`src/hw/rtl/twt_pkg.sv`:
```
// ----------------------------------------------------------------------------
// twt_pkg: timer wheel table shared types
// Transfer structs, operation and status codes, expiry limits.
// ----------------------------------------------------------------------------
package twt_pkg;

    localparam int MAX_OUT = 16;                  // most expiries reported per tick
    localparam int CNT_W   = $clog2(MAX_OUT + 1);

    localparam logic [2:0] OP_ADD     = 3'd0;
    localparam logic [2:0] OP_REFRESH = 3'd1;
    localparam logic [2:0] OP_CANCEL  = 3'd2;
    localparam logic [2:0] OP_QUERY   = 3'd3;
    localparam logic [2:0] OP_TICK    = 3'd4;

    localparam logic [1:0] ST_OK          = 2'd0;
    localparam logic [1:0] ST_BAD_TIMEOUT = 2'd1;
    localparam logic [1:0] ST_FULL        = 2'd2;
    localparam logic [1:0] ST_NOT_FOUND   = 2'd3;

    localparam logic KIND_REPLY  = 1'b0;
    localparam logic KIND_EXPIRY = 1'b1;

    typedef struct packed {
        logic [2:0]  op;
        logic [31:0] timer_id;
        logic [7:0]  timeout_ticks;
    } twt_cmd_t;

    typedef struct packed {
        logic        kind;
        logic [1:0]  status;
        logic        present;
        logic [31:0] expired_id;
        logic        fired;
        logic        last;
    } twt_rsp_t;

endpackage

```
`src/hw/rtl/timer_wheel_table_unit.sv`:
```
// ----------------------------------------------------------------------------
// timer_wheel_table_unit: table of id-keyed timers driven by tick transfers
// Sequential scan engine over a one-read, one-write entry RAM plus valid flops.
// ----------------------------------------------------------------------------
// Usage:
//   cmd channel (cmd_valid / cmd_stall / cmd) carries add, refresh, cancel,
//   query and tick operations. rsp channel (rsp_valid / rsp_stall / rsp)
//   returns one reply per non-tick command and one expiry report per freed timer on
//   a tick (ascending slot order, last set on the final one, no transfer
//   at all for a tick with nothing due).
// Operation:
//   - add/refresh/cancel/query scan all entries, each with a RAM read and a
//     compare, then one write step and one reply step. Unused op codes skip
//     the scan and go straight to the reply.
//   - a tick decrements every valid entry, then walks the due list: skipped
//     entries are passed over, each reported expiry takes a read and a report.
//   The engine returns to idle after each item before the next transfer is
//   taken, so a new command is not accepted while one is in progress.
//   cmd_stall stays high from acceptance until the item is done.
// Reset: all entries invalid, rsp_valid low, ready for a transfer at once.
//   Entry RAM contents are not cleared; valid flops gate every read.
// rsp_stall: the result register holds; the engine waits when it needs to
//   load a new result while the register is still full.
// ----------------------------------------------------------------------------
module timer_wheel_table_unit #(
    parameter int WHEEL_SLOTS = 64,
    parameter int NUM_TIMERS  = 16
) (
    input  logic            clk,
    input  logic            rst_n,
    input  logic            cmd_valid,
    output logic            cmd_stall,
    input  twt_pkg::twt_cmd_t cmd,
    output logic            rsp_valid,
    input  logic            rsp_stall,
    output twt_pkg::twt_rsp_t rsp
);
    import twt_pkg::*;

    localparam int TW = $clog2(WHEEL_SLOTS + 1);             // timeout width
    localparam int IW = (NUM_TIMERS > 1) ? $clog2(NUM_TIMERS) : 1;
    localparam int CW = $clog2(NUM_TIMERS + 1);

    typedef struct packed {
        logic [31:0]   id;
        logic [TW-1:0] timeout;
        logic [TW-1:0] remaining;
        logic          cancelled;
    } entry_t;

    typedef enum logic [8:0] {
        S_IDLE = 9'b000000001,
        S_CRD  = 9'b000000010,   // command scan: read
        S_CEV  = 9'b000000100,   // command scan: compare
        S_CWR  = 9'b000001000,   // command update
        S_CREP = 9'b000010000,   // command reply
        S_TRD  = 9'b000100000,   // tick scan: read
        S_TEV  = 9'b001000000,   // tick scan: decrement
        S_ERD  = 9'b010000000,   // expiry walk: read
        S_EEV  = 9'b100000000    // expiry walk: report
    } state_t;

    // entry RAM
    entry_t        mem [NUM_TIMERS];
    entry_t        rd_data_reg;
    logic [IW-1:0] rd_addr;
    logic          wr_en;
    logic [IW-1:0] wr_addr;
    entry_t        wr_data;

    state_t          state_reg, state_next;
    logic [CW-1:0]   idx_reg, idx_next;
    logic [2:0]      op_reg;
    logic [31:0]     id_reg;
    logic [7:0]      to_reg;
    logic            hit_found_reg, hit_found_next;
    logic [IW-1:0]   hit_idx_reg, hit_idx_next;
    entry_t          hit_entry_reg, hit_entry_next;
    logic            free_found_reg, free_found_next;
    logic [IW-1:0]   free_idx_reg, free_idx_next;
    logic [1:0]      status_reg, status_next;
    logic [NUM_TIMERS-1:0] valid_reg, valid_next;
    logic [NUM_TIMERS-1:0] due_reg, due_next;
    logic [CNT_W-1:0] due_cnt_reg, due_cnt_next;
    logic [CNT_W-1:0] emit_cnt_reg, emit_cnt_next;
    logic            out_valid_reg, out_valid_next;
    twt_rsp_t        out_reg, out_next;

    logic            accept;
    logic            out_free;
    logic            load_out;
    logic [IW-1:0]   cur;
    logic            last_idx;
    logic            bad_to;
    logic [TW-1:0]   rem_dec;

    assign accept    = cmd_valid && !cmd_stall;
    assign cmd_stall = (state_reg != S_IDLE);
    assign out_free  = !out_valid_reg || !rsp_stall;
    assign cur       = idx_reg[IW-1:0];
    assign last_idx  = (idx_reg == CW'(NUM_TIMERS - 1));
    assign bad_to    = (to_reg == 8'd0) || ({1'b0, to_reg} > 9'(WHEEL_SLOTS));
    assign rem_dec   = (rd_data_reg.remaining != '0) ?
                       (rd_data_reg.remaining - TW'(1)) : rd_data_reg.remaining;

    always_comb
    begin
        state_next      = state_reg;
        idx_next        = idx_reg;
        hit_found_next  = hit_found_reg;
        hit_idx_next    = hit_idx_reg;
        hit_entry_next  = hit_entry_reg;
        free_found_next = free_found_reg;
        free_idx_next   = free_idx_reg;
        status_next     = status_reg;
        valid_next      = valid_reg;
        due_next        = due_reg;
        due_cnt_next    = due_cnt_reg;
        emit_cnt_next   = emit_cnt_reg;
        out_next        = out_reg;
        load_out        = 1'b0;
        rd_addr         = cur;
        wr_en           = 1'b0;
        wr_addr         = cur;
        wr_data         = rd_data_reg;

        case (state_reg)
            S_IDLE:
            begin
                if (accept)
                begin
                    idx_next        = '0;
                    hit_found_next  = 1'b0;
                    free_found_next = 1'b0;
                    status_next     = ST_OK;
                    due_next        = '0;
                    due_cnt_next    = '0;
                    emit_cnt_next   = '0;
                    if (cmd.op == OP_TICK)
                        state_next = S_TRD;
                    else if (cmd.op > OP_TICK)
                        state_next = S_CREP;       // unused code: plain ok reply
                    else
                        state_next = S_CRD;
                end
            end
            S_CRD:
            begin
                state_next = S_CEV;
            end
            S_CEV:
            begin
                if (valid_reg[cur] && (rd_data_reg.id == id_reg) && !hit_found_reg)
                begin
                    hit_found_next = 1'b1;
                    hit_idx_next   = cur;
                    hit_entry_next = rd_data_reg;
                end
                if (!valid_reg[cur] && !free_found_reg)
                begin
                    free_found_next = 1'b1;
                    free_idx_next   = cur;
                end
                idx_next   = idx_reg + CW'(1);
                state_next = last_idx ? S_CWR : S_CRD;
            end
            S_CWR:
            begin
                state_next = S_CREP;
                case (op_reg)
                    OP_ADD:
                    begin
                        wr_data.id        = id_reg;
                        wr_data.timeout   = to_reg[TW-1:0];
                        wr_data.remaining = to_reg[TW-1:0];
                        wr_data.cancelled = 1'b0;
                        if (bad_to)
                            status_next = ST_BAD_TIMEOUT;
                        else if (hit_found_reg || free_found_reg)
                        begin
                            wr_en   = 1'b1;
                            wr_addr = hit_found_reg ? hit_idx_reg : free_idx_reg;
                            valid_next[wr_addr] = 1'b1;
                        end
                        else
                            status_next = ST_FULL;
                    end
                    OP_REFRESH, OP_CANCEL, OP_QUERY:
                    begin
                        wr_data = hit_entry_reg;
                        wr_addr = hit_idx_reg;
                        if (!hit_found_reg)
                            status_next = ST_NOT_FOUND;
                        else if (op_reg == OP_REFRESH)
                        begin
                            wr_en             = 1'b1;
                            wr_data.remaining = hit_entry_reg.timeout;
                        end
                        else if (op_reg == OP_CANCEL)
                        begin
                            wr_en             = 1'b1;
                            wr_data.cancelled = 1'b1;
                        end
                    end
                    default:
                    begin
                        status_next = ST_OK;
                    end
                endcase
            end
            S_CREP:
            begin
                if (out_free)
                begin
                    load_out           = 1'b1;
                    out_next.kind       = KIND_REPLY;
                    out_next.status     = status_reg;
                    out_next.present    = hit_found_reg;
                    out_next.expired_id = '0;
                    out_next.fired      = 1'b0;
                    out_next.last       = 1'b1;
                    state_next          = S_IDLE;
                end
            end
            S_TRD:
            begin
                state_next = S_TEV;
            end
            S_TEV:
            begin
                if (valid_reg[cur])
                begin
                    wr_en             = 1'b1;
                    wr_data.remaining = rem_dec;
                    if ((rem_dec == '0) && (due_cnt_reg < CNT_W'(MAX_OUT)))
                    begin
                        due_next[cur] = 1'b1;
                        due_cnt_next  = due_cnt_reg + CNT_W'(1);
                    end
                end
                idx_next = idx_reg + CW'(1);
                if (!last_idx)
                    state_next = S_TRD;
                else if (due_cnt_next == '0)
                    state_next = S_IDLE;           // nothing due: no transfer
                else
                begin
                    idx_next   = '0;
                    state_next = S_ERD;
                end
            end
            S_ERD:
            begin
                if (due_reg[cur])
                    state_next = S_EEV;
                else
                    idx_next = idx_reg + CW'(1);
            end
            S_EEV:
            begin
                if (out_free)
                begin
                    load_out            = 1'b1;
                    out_next.kind       = KIND_EXPIRY;
                    out_next.status     = ST_OK;
                    out_next.present    = 1'b0;
                    out_next.expired_id = rd_data_reg.id;
                    out_next.fired      = !rd_data_reg.cancelled;
                    out_next.last       = ((emit_cnt_reg + CNT_W'(1)) == due_cnt_reg);
                    valid_next[cur]     = 1'b0;
                    due_next[cur]       = 1'b0;
                    emit_cnt_next       = emit_cnt_reg + CNT_W'(1);
                    idx_next            = idx_reg + CW'(1);
                    state_next          = out_next.last ? S_IDLE : S_ERD;
                end
            end
            default:
            begin
                state_next = S_IDLE;
            end
        endcase

        if (load_out)
            out_valid_next = 1'b1;
        else if (!rsp_stall)
            out_valid_next = 1'b0;
        else
            out_valid_next = out_valid_reg;
    end

    // entry RAM: one write, one registered read per cycle
    always_ff @(posedge clk)
    begin
        if (wr_en)
            mem[wr_addr] <= wr_data;
        rd_data_reg <= mem[rd_addr];
    end

    always_ff @(posedge clk or negedge rst_n)
    begin
        if (!rst_n)
        begin
            state_reg      <= S_IDLE;
            idx_reg        <= '0;
            hit_found_reg  <= 1'b0;
            free_found_reg <= 1'b0;
            status_reg     <= ST_OK;
            valid_reg      <= '0;
            due_reg        <= '0;
            due_cnt_reg    <= '0;
            emit_cnt_reg   <= '0;
            out_valid_reg  <= 1'b0;
        end
        else
        begin
            state_reg      <= state_next;
            idx_reg        <= idx_next;
            hit_found_reg  <= hit_found_next;
            free_found_reg <= free_found_next;
            status_reg     <= status_next;
            valid_reg      <= valid_next;
            due_reg        <= due_next;
            due_cnt_reg    <= due_cnt_next;
            emit_cnt_reg   <= emit_cnt_next;
            out_valid_reg  <= out_valid_next;
        end
    end

    // payload registers
    always_ff @(posedge clk)
    begin
        if (accept)
        begin
            op_reg <= cmd.op;
            id_reg <= cmd.timer_id;
            to_reg <= cmd.timeout_ticks;
        end
        hit_idx_reg   <= hit_idx_next;
        hit_entry_reg <= hit_entry_next;
        free_idx_reg  <= free_idx_next;
        out_reg       <= out_next;
    end

    assign rsp_valid = out_valid_reg;
    assign rsp       = out_reg;

    // ---------------------------------------------------------------- checks
    a_reply_is_last: assert property (@(posedge clk) disable iff (!rst_n)
        rsp_valid && (rsp.kind == KIND_REPLY) |-> rsp.last)
        else $error("command reply without last");

    a_due_bound: assert property (@(posedge clk) disable iff (!rst_n)
        due_cnt_reg <= CNT_W'(MAX_OUT))
        else $error("due count above expiry limit");

    a_due_tracks: assert property (@(posedge clk) disable iff (!rst_n)
        (state_reg == S_ERD || state_reg == S_EEV) |->
        ($countones(due_reg) == int'(due_cnt_reg - emit_cnt_reg)))
        else $error("due flags out of step with counters");

    a_busy_after_cmd: assert property (@(posedge clk) disable iff (!rst_n)
        accept && (cmd.op != OP_TICK) |=> cmd_stall)
        else $error("engine ready right after a command");

    a_emit_bound: assert property (@(posedge clk) disable iff (!rst_n)
        (state_reg == S_EEV) |-> (emit_cnt_reg < due_cnt_reg))
        else $error("expiry walk past due count");

endmodule
```
`config.mk`:
```
export PLATFORM = sky130hd
export DESIGN_NAME = timer_wheel_table_unit
export DESIGN_NICKNAME = d
export VERILOG_FILES = /design/src/hw/rtl/twt_pkg.sv /design/src/hw/rtl/timer_wheel_table_unit.sv
export SDC_FILE = /design/constraint.sdc
export NUM_CORES = 1
export LEC_CHECK = 0
export BUFFER_PORTS_ARGS = -buffer_cell sky130_fd_sc_hd__buf_2
export CAP_MARGIN = 0
export CORE_UTILIZATION = 50
export CTS_CLUSTER_DIAMETER = 200
export DETAILED_ROUTE_END_ITERATION = 16
export GPL_ROUTABILITY_DRIVEN = 1
export PLACE_DENSITY_LB_ADDON = 0.08
export SETUP_SLACK_MARGIN = 0.5
export SYNTH_ARGS = -nofsm -noshare
export SYNTH_HDL_FRONTEND = slang
export SYNTH_SLANG_ARGS = --single-unit
```
`constraint.sdc`:
```
create_clock -name clk -period 8.19 [get_ports clk]
set_input_delay 0.819 -clock clk [delete_from_list [all_inputs] [get_ports clk]]
set_output_delay 0.819 -clock clk [all_outputs]
set_load 0.01 [all_outputs]
```
Word-level counts from Yosys, hierarchy flattened
Memory sizes are Yosys's and may differ from the RTL's. A register that Yosys moved wholly into a read port is not among the register bits.
Index checks and enable logic that the tools add are counted.
Operators by class
  bitwise operators: 5
  divide/modulo/power cells: 0
  shift-type cells: 0
  multipliers: 0
  add/subtract/negate cells: 4
  muxes and demuxes: 84
  reductions and logical operators: 44
  equal/unequal tests: 32
  order comparisons: 7
Operator list (count)
  $mux W16: 8
  $pmux W47 S2: 1
  $pmux W9 S9: 1
  $mux W38: 2
  $pmux W38 S2: 1
  $mux W5: 10
  $pmux W16 S3: 1
  $mux W9: 5
  $mux W39: 1
  $and A16 B16 Y16: 2
  $eq A32 B32 Y1: 1
  $or A16 B16 Y16: 2
  $pmux W16 S2: 1
  $pmux W5 S5: 1
  $mux W8: 3
  $mux W1: 22
  $ne A2 B2 Y1 const B: 11
  $mux W7: 3
  $mux W4: 5
  $pmux W5 S2: 2
  $not A16 Y16: 1
  $add A5 B1 Y5 const B: 3
  $pmux W7 S2: 1
  $reduce_and A3 Y1: 4
  47 further kinds: 84
Word-level totals
  memories kept: 1
  output and inout port bits: 40
  RAM bits: 752
  bits in read-only memories: 0
  bits in latches: 0
  bits in registers: 197
Memories
  mem: words 16, width 47, read ports 1, clocked after Yosys merged registers in 1, wr ports 1, RTL line timer_wheel_table_unit.sv:64  | entry_t mem [NUM_TIMERS];

Logic depth before layout (Yosys ltp)
Gate-level depths: netlist of the first run.
  word-level depth: 11
  gate-level depth with buffers: 10

Worst setup path after synthesis of the first run
OpenSTA, ideal clock, no wires.
  path kind: flip-flop to flip-flop
  start: reg id_reg[6]
  end: reg hit_entry_reg[0] in the netlist's numbering (enable)
  arrival time: 4993 ps
  required time: 7665 ps
  path slack: 2672 ps
  clock period less this slack: 5518 ps
  stages on the path, launching flop included: 6
  path buffers: 0
  cell sequence: edfxtp_1 -> xor2_1 -> nor4_1 -> nand4_1 -> or4_1 -> nor3_1
Between the ends
  cells in the longest elaborated chain, start to end: 4
RTL lines
  start: declaration: RTL line timer_wheel_table_unit.sv:74  | logic [31:0] id_reg;
  start signal: assignment: RTL line timer_wheel_table_unit.sv:335  | id_reg <= cmd.timer_id;
  $eq A32 B32 Y1: RTL line timer_wheel_table_unit.sv:153  | if (valid_reg[cur] && (rd_data_reg.id == id_reg) && !hit_found_reg)
  $logic_and A1 B1 Y1 (2 in series): RTL line timer_wheel_table_unit.sv:153
  $reduce_and A2 Y1 (no source line)
  end signal: assignment: RTL line timer_wheel_table_unit.sv:339  | hit_entry_reg <= hit_entry_next;
  end: declaration: RTL line timer_wheel_table_unit.sv:78  | entry_t hit_entry_reg, hit_entry_next;
No other way between the ends.
A chain may end at the register's enable or synchronous reset.

Final worst setup path of the first run
  start: reg idx_reg[1]
  end: mem mem[9][7] in the netlist's numbering (enable)
Between the ends
  cells in the longest elaborated chain, start to end: 6
  elaborated cells on any way between the ends: 10
RTL lines
  start: declaration: RTL line timer_wheel_table_unit.sv:72  | logic [CW-1:0] idx_reg, idx_next;
  start signal: assignment: RTL line timer_wheel_table_unit.sv:317  | idx_reg <= idx_next;
  $bmux W1 S4: RTL line timer_wheel_table_unit.sv:231  | if (valid_reg[cur])
  $mux W1 (implied by the code): RTL line timer_wheel_table_unit.sv:231
  $mux W1: RTL line timer_wheel_table_unit.sv:231
  $pmux W1 S2: RTL line timer_wheel_table_unit.sv:127  | case (state_reg)
  $mux W1: RTL line timer_wheel_table_unit.sv:294  | if (wr_en)
  $mux W1 (implied by the code): RTL line timer_wheel_table_unit.sv:295  | mem[wr_addr] <= wr_data;
  end: declaration: RTL line timer_wheel_table_unit.sv:64
Several ways; a longest one is shown, not always the timed one. The select of a mux whose other input is x is not followed.

==> results.md, run 1 <==
- Area Growth Syn to Fin: 13.7%
- Synth Area in Compound Gates: 3.34%
- Syn Inst Count: 2009
- Peak VDD IR: 0.187 mV
- Top cells by count, synth: 888 x edfxtp_1, 242 x mux4_2, 126 x nand2_1, 91 x nor2_1, 79 x o21ai_0
- Fmax: 180 MHz
- CTS root buffer: clkbuf_16
- Switching Share: 22.5%
- Syn Area/Cell: 19.4 sq um
- Clock buffer depth: 3
- Utilization after layout: 57.9%
- First-pass DRT Iterations: 5
- Synth area leaders: edfxtp_1 69%, mux4_2 14%, dfrtp_1 3.9%
- Switching Power: 2.47 mW
- Logic pwr share: 6.3%
- Outcome: complete, no violations
- Full die area: 78900 sq um
- Clock Power Share: 41.7%
- Max Cap Viol: 0
- Drt wl/cell: 28.8 microns
- Die X: 281 microns
- Core area: 76500 sq um
- Yosys top cell by area: edfxtp_1
- Mapped Nets: 2066
- Pin count of the biggest net entering global routing: 101
- Post CTS Setup Buffer Count: 0
- Vias in the first global route: 20095
- Final setup TNS: 0 ns
- Antenna violations before repair: 5
- Hold Slack: 0.323 ns
- Vias per std cell: 6.11
- Synthesized flop and latch total: 996
- Fin crit period: 5.55 ns
- Lkg Pwr: 11.4 nW
- Ys Warns: 0
- Mux cell area share after synthesis: 14.6%
- DRC Markers: 0
- Input/output buffers: 86
- Starting DRT DRC Count: 2298
- H-tree depth: 3
- Slew HR: 11.1%
- Clk_skew: 0.0350 ns
- Die height: 281 microns
- Clock transition at the registers of the reported paths: 0.06 ns
- Xor and xnor area share after synthesis: 1.04%
- Largest family of logic cells by synthesized area: multiplexers
- Starting density of the core: 50.9%
- Final-report hold violation count: 0
- EDFF count, synth: 888
- Max FFs per register: 752
- Share of power burned in registers: 52.0%
- Final Net Count: 2205
- Via count: 19964
- Resized cells post-CTS: 0
- Flop2flop setup slack: 2.64 ns
- TritonCTS clock tree: done
- WP data required: 8.48 ns
- Post-synth ARST share: 6.12%
- Predominant post-synthesis flop cell: edfxtp_1
- Routed Antenna Nets: 0
- Crit Path Max Fanout: 52
- Most common cell in the netlist: edfxtp_1
- Fin. max-slew vios: 0
- TritonCTS Buffers: 101
- Global-route wire length before repair: 138000 microns
- Cell row count: 101
- Simple-gate portion of the synthesized area: 4.63%
- Hold Crit Class: input port to async pin
- Gr ovfl total: 0
- Fraction of layout cells with a size suffix above 1: 26.6%
- Final Cycle Share: 67.8%
- Post-DP HPWL: 55500 microns
- Worst Setup Start Kind: flop
- Worst setup path class: flop to flop
- Post-synth cell types: 74
- Synth top area share: 68.5%
- Arrival @ worst endpoint: 5.84 ns
- Pwr dens: 248 nW/um^2
- Post-Route WL: 94100 microns
- RSZ-0062 raised after global routing: no
- All-Layer GR Usage: 24.5%
- Critical path capture point type: flop
- Post-synthesis sequential area ratio: 74.9%
- Gpl congestion: 0.833
- Final setup violation count: 0
- Hold-fix buffers, CTS: 0
- Slew @ Worst Pin: 1.33 ns
- Clock latency on the worst-skew pair: 0.67 ns
- Synthesized cell area: 38900 sq um
- Adder-cell share of the synthesized area: 0.322%
- Int Power: 8.52 mW
- CTS sink cnt: 996
- IO Count: 87
path summary, 6_finish.rpt:
check / from / end / depth (start not counted)
worst min register to register: rd_data_reg[12] / hit_entry_reg[12] / 0
worst max-delay path: idx_reg[1] / mem[9][7] / 9
worst max register to register: idx_reg[1] / mem[9][7] / 9
min in group clk: cmd[30] / id_reg[22] / 1
max in group asynchronous: rst_n / idx_reg[0] / 2
worst min-delay path: rst_n / emit_cnt_reg[4] / 2
stage by stage:
step                      instances  power (mW)  area (sq um)  worst slack (ns)
final                          3267        11.0         44300              2.64
after global routing           3264        11.3         44200              2.20
after CTS                      3263        11.1         44200              2.65
after detailed placement       3074        6.52         40900              2.65
after global placement         3074        6.51         40900              2.70
after floorplan                2009        6.23         38900              2.67
critical path: stages (launching register included):
cell and delay (ns):
dfrtp_4 1.03, buf_4 0.65, mux4_2 0.31, or2_2 0.11, a32oi_2 0.20, nand2b_1 0.34
o311ai_0 0.32, nand3_1 0.53, nor2_4 1.05, buf_4 0.55
kinds of logic after synthesis:
| kind of cell | count (synthesis) |
|---|---|
| buf+inv | 121 |
| flops | 996 |
| fa+ha+maj | 10 |
| xor+xnor | 46 |
| mux | 264 |
| compound gates | 208 |
| simple gates | 364 |
cells in the final DEF, fill, tap and decap left out, types with 9 or more instances in the layout:
| cell type | instances |
|---|---|
| edfxtp_1 | 888 |
| mux4_2 | 242 |
| nand2_1 | 126 |
| clkbuf_16 | 103 |
| buf_2 | 86 |
| o21ai_0 | 77 |
| nor2_1 | 73 |
| dfrtp_1 | 56 |
| buf_4 | 50 |
| dfxtp_1 | 47 |
| and2_1 | 37 |
| a31oi_1 | 27 |
| a21oi_1 | 25 |
| xor2_1 | 25 |
| xnor2_1 | 21 |
| clkinv_2 | 21 |
| mux2i_1 | 20 |
| inv_1 | 19 |
| nand3_1 | 19 |
| nor2_4 | 18 |
| clkbuf_1 | 18 |
| clkinv_1 | 17 |
| a31oi_2 | 16 |
| nor3_1 | 13 |
| nor2b_1 | 10 |
| ha_1 | 10 |
| nand4_1 | 9 |
| bufinv_16 | 9 |
power groups by stage:
stage               combinational [mW]  sequential [mW]  clock (mW)
global placement                 0.687             5.82           0
global route                     0.745             5.73        4.85
CTS                              0.695             5.72        4.66
floorplan                        0.435             5.80           0
finish                           0.689             5.72        4.58
detailed placement               0.694             5.82           0
area by class of cell:
class                   count  area [sq um]
diodes                      3          7.51
clock buffers             129          2760
clock inverters            60           598
fillers                  5635         32200
inverters                  20          75.1
multi-input cells         892          9550
flip-flops and latches    996         29100
well taps                1030          1290
repair buffers            137           826
metal layers:
metal,part of all wire (%),global-route usage [%]
met1,46,38.3
met2,45,36.2
met3,7.4,4.45
met4,1.6,4.92
met5,0,0
(Power assumes the default switching activity.)
==> inputs of run 2 (changes only) <==
Settings changed: ABC_AREA from default to 1.
Clock period 8.19 ns to 4.9 ns, I/O delays scaled along.
==> run 2 against run 1 <==
Net effect:
- largest cell class unchanged
- flip-flop and latch count did not move
- critical path type unchanged
- critical endpoint is now mem[5][7]
- largest power group unchanged
- critical path depth increased by 5
- combinational power rose to 7.5 times the previous value
- utilization barely moved
==> results.md, run 2 <==
- Post-synth ARST share: 6.12% (unchanged)
- Post-Route WL: 110000 microns (+17%)
- Post-synth cell types: 57 (-23%)
- Vias per std cell: 5.93 (-3.0%)
- Slew HR: 12.1% (+1.0 points)
- Final setup TNS: 0 ns (unchanged)
- Syn Area/Cell: 12.3 sq um (-36%)
- Hold Slack: 0.0267 ns (-0.296 ns)
- Post CTS Setup Buffer Count: 0 (unchanged)
- CP max-delay cell: nor2_4
- Slew @ Worst Pin: 1.32 ns (-0.00921 ns)
- Max Cap Viol: 0 (unchanged)
- Die height: 284 microns (+0.93%)
- Synthesized flop and latch total: 996 (unchanged)
- Peak VDD IR: 0.415 mV (+120%)
- Top cells by count, synth: 888 x edfxtp_1, 488 x nor2_1, 432 x o21ai_0, 410 x nand2_1, 200 x o22ai_1
- IO Count: 87 (unchanged)
- Post-layout worst setup margin: 0.985 ns (-1.65 ns)
- Final-report hold violation count: 0 (unchanged)
- Syn Inst Count: 3220 (+60%)
- Core area: 78000 sq um (+2.0%)
- Vias in the first global route: 25384 (+26%)
- Drt wl/cell: 24.7 microns (-14%)
- TritonCTS Buffers: 100 (-0.99%)
- Input/output buffers: 86 (unchanged)
- Pwr dens: 527 nW/um^2 (+110%)
- Starting density of the core: 50.8% (-0.052 points)
- WP data required: 5.17 ns (-3.31 ns)
- Reg2Reg Launch Point: state_reg[6]
- Yosys top cell by area: edfxtp_1
- H-tree depth: 3 (unchanged)
- Clock latency on the worst-skew pair: 0.66 ns (about the same)
- Die X: 284 microns (+0.93%)
- Clock transition at the registers of the reported paths: 0.06 ns (about the same)
- Predominant post-synthesis flop cell: edfxtp_1
- Via count: 26363 (+32%)
- Hold Crit Class: input port to flop
- TritonCTS clock tree: done
- Slowest Stage Delay on Critical Path: 0.45 ns (-0.60 ns)
- Post-Layout Inst Area: 45100 sq um (+1.9%)
- Most common cell after layout, fill and taps aside: edfxtp_1
- Synthesized cell area: 39600 sq um (+1.9%)
- DRC Markers: 0 (unchanged)
- Critical path capture point type: flop
- Dpl ws: 1.00 ns (-1.64 ns)
- Lkg Pwr: 15.6 nW (+37%)
- Fraction of layout cells with a size suffix above 1: 10.5% (-16 points)
- CTS sink cnt: 996 (unchanged)
- First-pass DRT Iterations: 5 (unchanged)
- Worst min-delay path startpoint: cmd[29]
- Final setup violation count: 0 (unchanged)
- Outcome: complete, no violations
- Antenna violations before repair: 1 (-4)
- Placed instance area: 41500 sq um (+1.6%)
- Final Net Count: 3377 (+53%)
- Clock buffer depth: 3 (unchanged)
- Worst Setup Start Kind: flop
- Fin crit period: 3.92 ns (-1.64 ns)
- All-Layer GR Usage: 27.3% (+2.8 points)
- Most common cell in the netlist: edfxtp_1
- Worst setup path class: flop to flop
- Gr ovfl total: 0 (unchanged)
- Area Growth Syn to Fin: 13.8% (about the same)
- Pin count of the biggest net entering global routing: 197 (+95%)
- Full die area: 80400 sq um (+1.9%)
- Gpl congestion: 0.864 (+3.8%)
- Max FFs per register: 752 (unchanged)
- Starting DRT DRC Count: 2735 (+19%)
- Fin. max-slew vios: 0 (unchanged)
- EDFF count, synth: 888 (unchanged)
- Clk_skew: 0.0543 ns (+0.0193 ns)
- CTS root buffer: clkbuf_16
- Routed Antenna Nets: 0 (unchanged)
- Commonest cells after routing, fill and taps aside: 888 x edfxtp_1, 466 x nor2_1, 431 x o21ai_0
- Crit-path cells: nor2_2 > nand2_1 > or2_1 > nor2_8 > inv_4 > nor2_8 > inv_2 > nor2_1 > a31oi_1 > o21a_1 > a21oi_2 > nand2_1 > nor2_4 > buf_4
- Post-synthesis sequential area ratio: 73.5% (-1.4 points)
- Synth top area share: 67.3% (-1.3 points)
- Synth area leaders: edfxtp_1 67%, o21ai_0 5.5%, nor2_1 4.6%
- Post-DP HPWL: 61400 microns (+11%)
- Fmax: 255 MHz (+42%)
- RSZ-0062 raised after global routing: no
- Arrival @ worst endpoint: 4.19 ns (-1.65 ns)
- Final Cycle Share: 79.9% (+12 points)
- Mapped Nets: 3277 (+59%)
- Critical path launch point: state_reg[6]
- Global-route wire length before repair: 164000 microns (+19%)
- Cell row count: 102 (+0.99%)
- Crit Path Max Fanout: 21 (-60%)
- Ys Warns: 0 (unchanged)
-- run 2: timing repair --
| item | CTS | global route |
|---|---|---|
| endpoints found under the hold margin | 43 | 0 |
| resized for setup | 0 | 0 |
| hold buffers | 25 | 0 |
-- run 2: power by group --
part / internal, mW / switching [mW] / total [mW]
Clock: 4.52 / 3.16 / 7.68
Combinational: 1.35 / 3.83 / 5.18
Sequential: 10.5 / 0.392 / 10.9
Total: 16.4 / 7.38 / 23.8
-- run 2: path summary, 6_finish.rpt --
check,endpoint,slack (ns),cells after the start
max,mem[5][7],0.98,14
min in group asynchronous,due_cnt_reg[0],0.36,2
max in group asynchronous,idx_reg[1],3.55,3
max reg2reg,mem[5][7],0.98,14
min,id_reg[21],0.03,1
min reg2reg,hit_entry_reg[18],0.43,0
-- run 2: layout make-up --
type / count / area (sq um)
Clock buffer: 135 / 2730
Multi-Input combinational cell: 1869 / 9310
Inverter: 168 / 643
Tap cell: 1040 / 1300
Timing Repair Buffer: 185 / 1400
Antenna cell: 1 / 2.50
Clock inverter: 53 / 572
Sequential cell: 996 / 29100
Fill cell: 6331 / 32900
-- run 2: worst max-delay path, delay by kind of cell, from the launching register on --
kind                   cells  cell delay [ns]
AO/OA/AOI/OAI              3             0.33
buffers and inverters      3             0.67
flip-flops                 1             0.41
AND/OR/NAND/NOR            8             2.12
-- run 2: stage by stage --
step | cells | utilization (%) | power (mW)
global route | 4446 | 57.8 | 24.8
detailed placement | 4232 | 53.3 | 16.2
finish | 4447 | 57.8 | 23.8
CTS | 4445 | 57.8 | 23.9
floorplan | 3220 | - | 14.3
global placement | 4232 | 53.3 | 16.1
-- run 2: per-layer routing --
| metal | GRT usage [%] | part of all wire [%] | vias up |
|---|---|---|---|
| li1 | - | - | 11904 |
| met1 | 39.2 | 43 | 13147 |
| met2 | 43.9 | 48 | 1147 |
| met3 | 3.56 | 7.5 | 165 |
| met4 | 7.58 | 2.3 | 0 |
| met5 | 0 | 0 | - |
-- run 2: kinds of logic after synthesis --
| family | count (synthesis) | share of synthesized area (%) |
|---|---|---|
| simple gates | 1057 | 11.0 |
| flops | 996 | 73.5 |
| compound gates | 780 | 11.2 |
| buf+inv | 355 | 3.46 |
| xor+xnor | 22 | 0.486 |
| fa+ha+maj | 10 | 0.316 |
